--- src/design/ffsa_pkg.sv ---
package ffsa_pkg;

  localparam int unsigned DefMaxSegments = 128;
  localparam int unsigned DefOwnerBits   = 8;
  localparam logic [15:0] ResetTotalUnits = 16'd512;

  localparam logic        CmdAlloc   = 1'b0;
  localparam logic        CmdRelease = 1'b1;

  localparam logic [1:0] StatusOk       = 2'd0;
  localparam logic [1:0] StatusNoFit    = 2'd1;
  localparam logic [1:0] StatusNotFound = 2'd2;
  localparam logic [1:0] StatusFull     = 2'd3;

  typedef enum logic [3:0] {
    OP_NONE,
    OP_LOAD,
    OP_SCAN,
    OP_SPLIT_SHIFT,
    OP_SPLIT_FIX,
    OP_MARK,
    OP_REL_FREE,
    OP_REL_RIGHT,
    OP_LEFT_READ,
    OP_REL_LEFT,
    OP_DROP_SHIFT,
    OP_DROP_END
  } dp_op_e;

  typedef struct packed {
    dp_op_e op;
  } dp_cmd_t;

  typedef struct packed {
    logic scan_hit;
    logic scan_end;
    logic fit_exact;
    logic table_full;
    logic size_zero;
    logic is_release;
    logic shift_done;
    logic right_free;
    logic left_free;
    logic drop_done;
  } dp_status_t;

endpackage

--- src/design/ffsa_ctrl.sv ---
module ffsa_ctrl (
  input  logic                  clk_i,
  input  logic                  rst_ni,
  input  logic                  in_valid_i,
  output logic                  in_stall_o,
  output logic                  out_valid_o,
  input  logic                  out_stall_i,
  input  ffsa_pkg::dp_status_t  sts_i,
  output ffsa_pkg::dp_cmd_t     cmd_o,
  output logic                  accept_o,
  output logic                  fin_o,
  output logic [1:0]            fin_status_o
);
  import ffsa_pkg::*;

  localparam logic [3:0] StIdle      = 4'd0;
  localparam logic [3:0] StScan      = 4'd1;
  localparam logic [3:0] StSplitSh   = 4'd2;
  localparam logic [3:0] StSplitFix  = 4'd3;
  localparam logic [3:0] StMark      = 4'd4;
  localparam logic [3:0] StRelFree   = 4'd5;
  localparam logic [3:0] StRelRight  = 4'd6;
  localparam logic [3:0] StDropShR   = 4'd7;
  localparam logic [3:0] StOut       = 4'd8;
  localparam logic [3:0] StDecide    = 4'd9;
  localparam logic [3:0] StLeftRd    = 4'd10;
  localparam logic [3:0] StRelLeft   = 4'd11;
  localparam logic [3:0] StDropShL   = 4'd12;

  logic [3:0] state_q, state_d;

  assign in_stall_o  = (state_q != StIdle);
  assign out_valid_o = (state_q == StOut);
  assign accept_o    = (state_q == StIdle) && in_valid_i;

  always_comb begin
    state_d      = state_q;
    cmd_o.op     = OP_NONE;
    fin_o        = 1'b0;
    fin_status_o = StatusOk;
    case (state_q)
      StIdle: begin
        if (in_valid_i) begin
          cmd_o.op = OP_LOAD;
          state_d  = StDecide;
        end
      end
      StDecide: begin
        if (!sts_i.is_release && sts_i.size_zero) begin
          fin_o = 1'b1;
          fin_status_o = StatusNoFit;
          state_d = StOut;
        end else begin
          state_d = StScan;
        end
      end
      StScan: begin
        if (sts_i.scan_hit) begin
          if (sts_i.is_release) begin
            state_d = StRelFree;
          end else if (sts_i.fit_exact) begin
            state_d = StMark;
          end else if (sts_i.table_full) begin
            fin_o = 1'b1;
            fin_status_o = StatusFull;
            state_d = StOut;
          end else begin
            state_d = StSplitSh;
          end
        end else if (sts_i.scan_end) begin
          fin_o = 1'b1;
          fin_status_o = sts_i.is_release ? StatusNotFound : StatusNoFit;
          state_d = StOut;
        end else begin
          cmd_o.op = OP_SCAN;
        end
      end
      StSplitSh: begin
        if (sts_i.shift_done) begin
          state_d = StSplitFix;
        end else begin
          cmd_o.op = OP_SPLIT_SHIFT;
        end
      end
      StSplitFix: begin
        cmd_o.op = OP_SPLIT_FIX;
        state_d  = StMark;
      end
      StMark: begin
        cmd_o.op = OP_MARK;
        fin_o    = 1'b1;
        state_d  = StOut;
      end
      StRelFree: begin
        cmd_o.op = OP_REL_FREE;
        state_d  = StRelRight;
      end
      StRelRight: begin
        cmd_o.op = OP_REL_RIGHT;
        state_d  = sts_i.right_free ? StDropShR : StLeftRd;
      end
      StDropShR: begin
        if (sts_i.drop_done) begin
          cmd_o.op = OP_DROP_END;
          state_d  = StLeftRd;
        end else begin
          cmd_o.op = OP_DROP_SHIFT;
        end
      end
      StLeftRd: begin
        cmd_o.op = OP_LEFT_READ;
        state_d  = StRelLeft;
      end
      StRelLeft: begin
        cmd_o.op = OP_REL_LEFT;
        if (sts_i.left_free) begin
          state_d = StDropShL;
        end else begin
          fin_o   = 1'b1;
          state_d = StOut;
        end
      end
      StDropShL: begin
        if (sts_i.drop_done) begin
          cmd_o.op = OP_DROP_END;
          fin_o    = 1'b1;
          state_d  = StOut;
        end else begin
          cmd_o.op = OP_DROP_SHIFT;
        end
      end
      StOut: begin
        if (!out_stall_i) begin
          state_d = StIdle;
        end
      end
      default: begin
        state_d = StIdle;
      end
    endcase
  end

  always_ff @(posedge clk_i or negedge rst_ni) begin
    if (!rst_ni) begin
      state_q <= StIdle;
    end else begin
      state_q <= state_d;
    end
  end

endmodule

--- config.mk ---
export PLATFORM = sky130hd
export DESIGN_NAME = ffsa_ctrl
export DESIGN_NICKNAME = d
export VERILOG_FILES = /design/src/design/ffsa_pkg.sv /design/src/design/ffsa_ctrl.sv
export SDC_FILE = /design/constraint.sdc
export NUM_CORES = 1
export LEC_CHECK = 0
export ABC_AREA = 1
export BUFFER_PORTS_ARGS = -buffer_cell sky130_fd_sc_hd__buf_2
export CORE_AREA = 2 2 39 41
export CTS_BUF_LIST = sky130_fd_sc_hd__clkbuf_4 sky130_fd_sc_hd__clkbuf_8
export CTS_CLUSTER_DIAMETER = 200
export DETAILED_ROUTE_END_ITERATION = 8
export DIE_AREA = 0 0 41 43
export GPL_TIMING_DRIVEN = 0
export PLACE_DENSITY = 0.72
export SKIP_LAST_GASP = 1
export SLEW_MARGIN = 10
export SYNTH_ARGS = -nofsm -noshare
export SYNTH_HDL_FRONTEND = slang
export SYNTH_SLANG_ARGS = --single-unit
--- constraint.sdc ---
create_clock -name clk_i -period 2.23 [get_ports clk_i]
set_input_delay 0.3345 -clock clk_i [delete_from_list [all_inputs] [get_ports clk_i]]
set_output_delay 0.3345 -clock clk_i [all_outputs]
set_load 0.1 [all_outputs]
# Word level (Yosys, flattened, before mapping)
# Index checks and enable logic that the tools add are counted.
# op_classes
mul	0
addsub	0
order_cmp	0
bitwise_logic	0
shifts	0
n_eq_ne	18
div_mod_pow	0
n_mux	37
reduce_logical	7
# op_table
operator	n
4-bit one-hot mux with 13 select lines	1
4-bit 2-to-1 mux	12
4-bit one-hot mux with 10 select lines	1
4-bit == test (second input constant)	5
2-bit 2-to-1 mux	9
4-bit by 3-bit == test with 1-bit output (second input constant)	4
1-bit 2-to-1 mux	11
2-bit inequality test (second input constant)	5
4-bit by 2-bit == test with 1-bit output (second input constant)	2
6-bit AND reduction	1
1-bit one-hot mux with 5 select lines	1
4-bit by 1-bit == test with 1-bit output (second input constant)	1
4-bit zero test	1
2-bit one-hot mux with 2 select lines	1
4-bit nonzero test	1
3-bit 2-to-1 mux	1
3-bit inequality test (second input constant)	1
1-bit logical AND	2
2-bit OR reduction	1
1-bit zero test	1
# word_totals
memories	0
ff_bits	4
input_bits	14
output_inout_bits	10
ram_bits	0
mem_bits_ro	0
latchBits	0
word_cells	63

# Depth between registers and ports, before layout
# depth
ltp_word	5
mapped_depth	9
ltp_nobuf	9

# Worst setup path after synthesis
# OpenSTA, ideal clock, no wires.
# synth_timing
kind	flip-flop to output port
from	reg state_q[2]
to	out cmd_o[3] (netlist name)
n_path_buf	0
setup_slack_ns	-0.847
path_stages_with_launch	4
required_time_ns	1.896
arrival_ns	2.742
path_cell_list	dfrtp_1 inv_2 nand2_1 o21ai_0
# synth_rtl
element	line_no	rtl
from (decl)	ffsa_ctrl.sv:30	logic [3:0] state_q, state_d;
from (signal assigned)	ffsa_ctrl.sv:145	state_q <= StIdle;
from (signal assigned)	ffsa_ctrl.sv:147	state_q <= state_d;
to (decl)	ffsa_ctrl.sv:9	output ffsa_pkg::dp_cmd_t cmd_o,

==> out/metrics.cfg <==
[sta]
fin_crit_ps=2110
relSlewSlack_pct=67.7
finalHoldViolCount=0
fmax_ghz=0.474
setup_viol=0
fin_crit_sh_pct=94.5
fin_skew_ps=3.96
final_max_slew_viol_count=0
rsz0062_at_grt=no
worst_pin_slew_ps=488
worst_slack_ps=122

[clock_network]
cts_inserted_buffers=3
clk_path_buf_depth=2
cts_root_buffer=clkbuf_4
h-tree-depth=1
cts_sinks=4
clock_insertion_delay_worst_skew_ps=240
cts_tree=done
cts.clk_slew.worst_paths_ps=40

[synth]
netlist_area_um2=556
synth_seq_cells=4
netlist_instances=105
syn_avg_cell_area_um2=5.29
synth.distinct_cells=19
synth-edff-count=0
synth_seq_area_share_pct=18.0
async_reset_ff_share_pct=100
synth_nets=119
ys.flop_type=dfrtp_1
ys.warnings.count=0

[routing]
ant_nets=0
vias=732
avgRoutedWirePerCell_um=10.2
drc=0
drt_iter0_drc=22
first_pass_iters=4
routed_wl_um=1540
drt-vias-per-instance=4.88

[floorplanning]
num_rows=14
pin_count=24
die_w_um=41
chipHeight_um=43
start_util_pct=40.1
fp.dieArea_um2=1760
core_area_um2=1380

[run]
maxCapViolations=0

[placement]
post-place-ws_ps=138
routabilityCongestion=0.828
port-buffer-count=23
hpwl_um=1260

[global_routing]
antenna_found_initial=0
overflow=0
grt_max_degree=8
grt_pass1_vias=581
track_usage_pct=19.0
grt_pass1_wl_um=2330

[worst_setup_path]
worst_setup_path_start_kind=register
crit_type=register to primary output
arrival_ps=1770
crit_required_ps=1900
endpoint_kind=primary output
path_max_fanout=6

[cells_and_area]
most-common-layout-cells=nand2_1 (30), buf_2 (20), nor2_1 (18)
largest_reg_flops=4
final_layout_size_suffix_gt1_share_pct=32.8
top_regs=state_q: 4 flops
fin_nets=150
regMostFlops=state_q
area_delta_synth_final_pct=37.4
diodes=0
layout_commonest_cell=nand2_1

[outcome]
status=finished clean

[worst_hold_path]
hold_class=input port to register

[synthesized netlist by cell type, types with 2 or more instances]
cell	n	area, um2
nand2_1	31	116
nor2_1	19	71.3
inv_1	11	41.3
nand3_1	8	40.0
inv_2	5	18.8
nand4_1	5	31.3
dfrtp_1	4	100
nor2_2	4	25.0
o21ai_0	4	20.0
a21oi_1	2	10.0
nand2_2	2	12.5
nor3_1	2	10.0
o21ai_1	2	10.0
[layer usage]
layer / vias up / global-route usage [%] / share of wire, %
li1: 395 / - / -
met1: 307 / 26.7 / 47
met2: 28 / 29.4 / 46
met3: 2 / 3.14 / 6.2
met4: 0 / 4.00 / 0.78
met5: - / 0 / 0
[area by class of cell]
class / count / area, um2
Fill cell: 142 / 621
Inverter: 16 / 60.1
Multi-Input combinational cell: 85 / 409
Timing Repair Buffer: 26 / 151
Tap cell: 16 / 20.0
Clock buffer: 3 / 22.5
Sequential cell: 4 / 100
[kinds of logic (layout without fill, tap and decap cells)]
group	count (synthesis)	in the layout	share of synthesized area, %
AO/OA/AOI/OAI	11	11	11.5
flip-flops	4	4	18.0
buffers and inverters	16	45	10.8
AND/OR/NAND/NOR	74	74	59.7
[metrics by stage]
stage          instance area, um2  setup TNS [ps]  hold WS (ps)  std cells  util (%)
6_report                      763               0           351        150      55.2
5_1_grt                       763               0           371        150      55.2
4_1_cts                       742               0           350        148      53.6
3_5_place_dp                  704               0           142        144      50.9
3_3_place_gp                  704               0           137        144      50.9
2_1_floorplan                 569            -118          38.9        105         -
[repair_timing]
action | in CTS | in global routing
hold buffers | 1 | 0
hold endpoints to repair | 4 | 0
setup endpoints to repair | 2 | 3
gates resized for setup | 2 | 2
pin swaps | 0 | 1
buffers inserted | 0 | 2
[worst paths after layout]
kind                       slack, ps       start  cells past startpoint    endpoint
setup / recovery                 120  state_q[1]                      6    cmd_o[0]
hold / removal                   350    sts_i[1]                      3  state_q[2]
setup reg to reg                 820  state_q[1]                      8  state_q[3]
hold reg to reg                  640  state_q[0]                      2  state_q[0]
max in group asynchronous       1680      rst_ni                      2  state_q[2]
min in group asynchronous        430      rst_ni                      2  state_q[1]
[worst max-delay path, stage by stage, from the launching register on]
cell and delay, ps:
dfrtp_1 440, nor2_1 300, nand3_1 140, nand2_2 110
nand2_1 50, nand4_1 80, buf_2 420
Power is left out: the tool's default activity adds up to more than one toggle a clock period on the data nets, which glitch-free logic cannot reach.
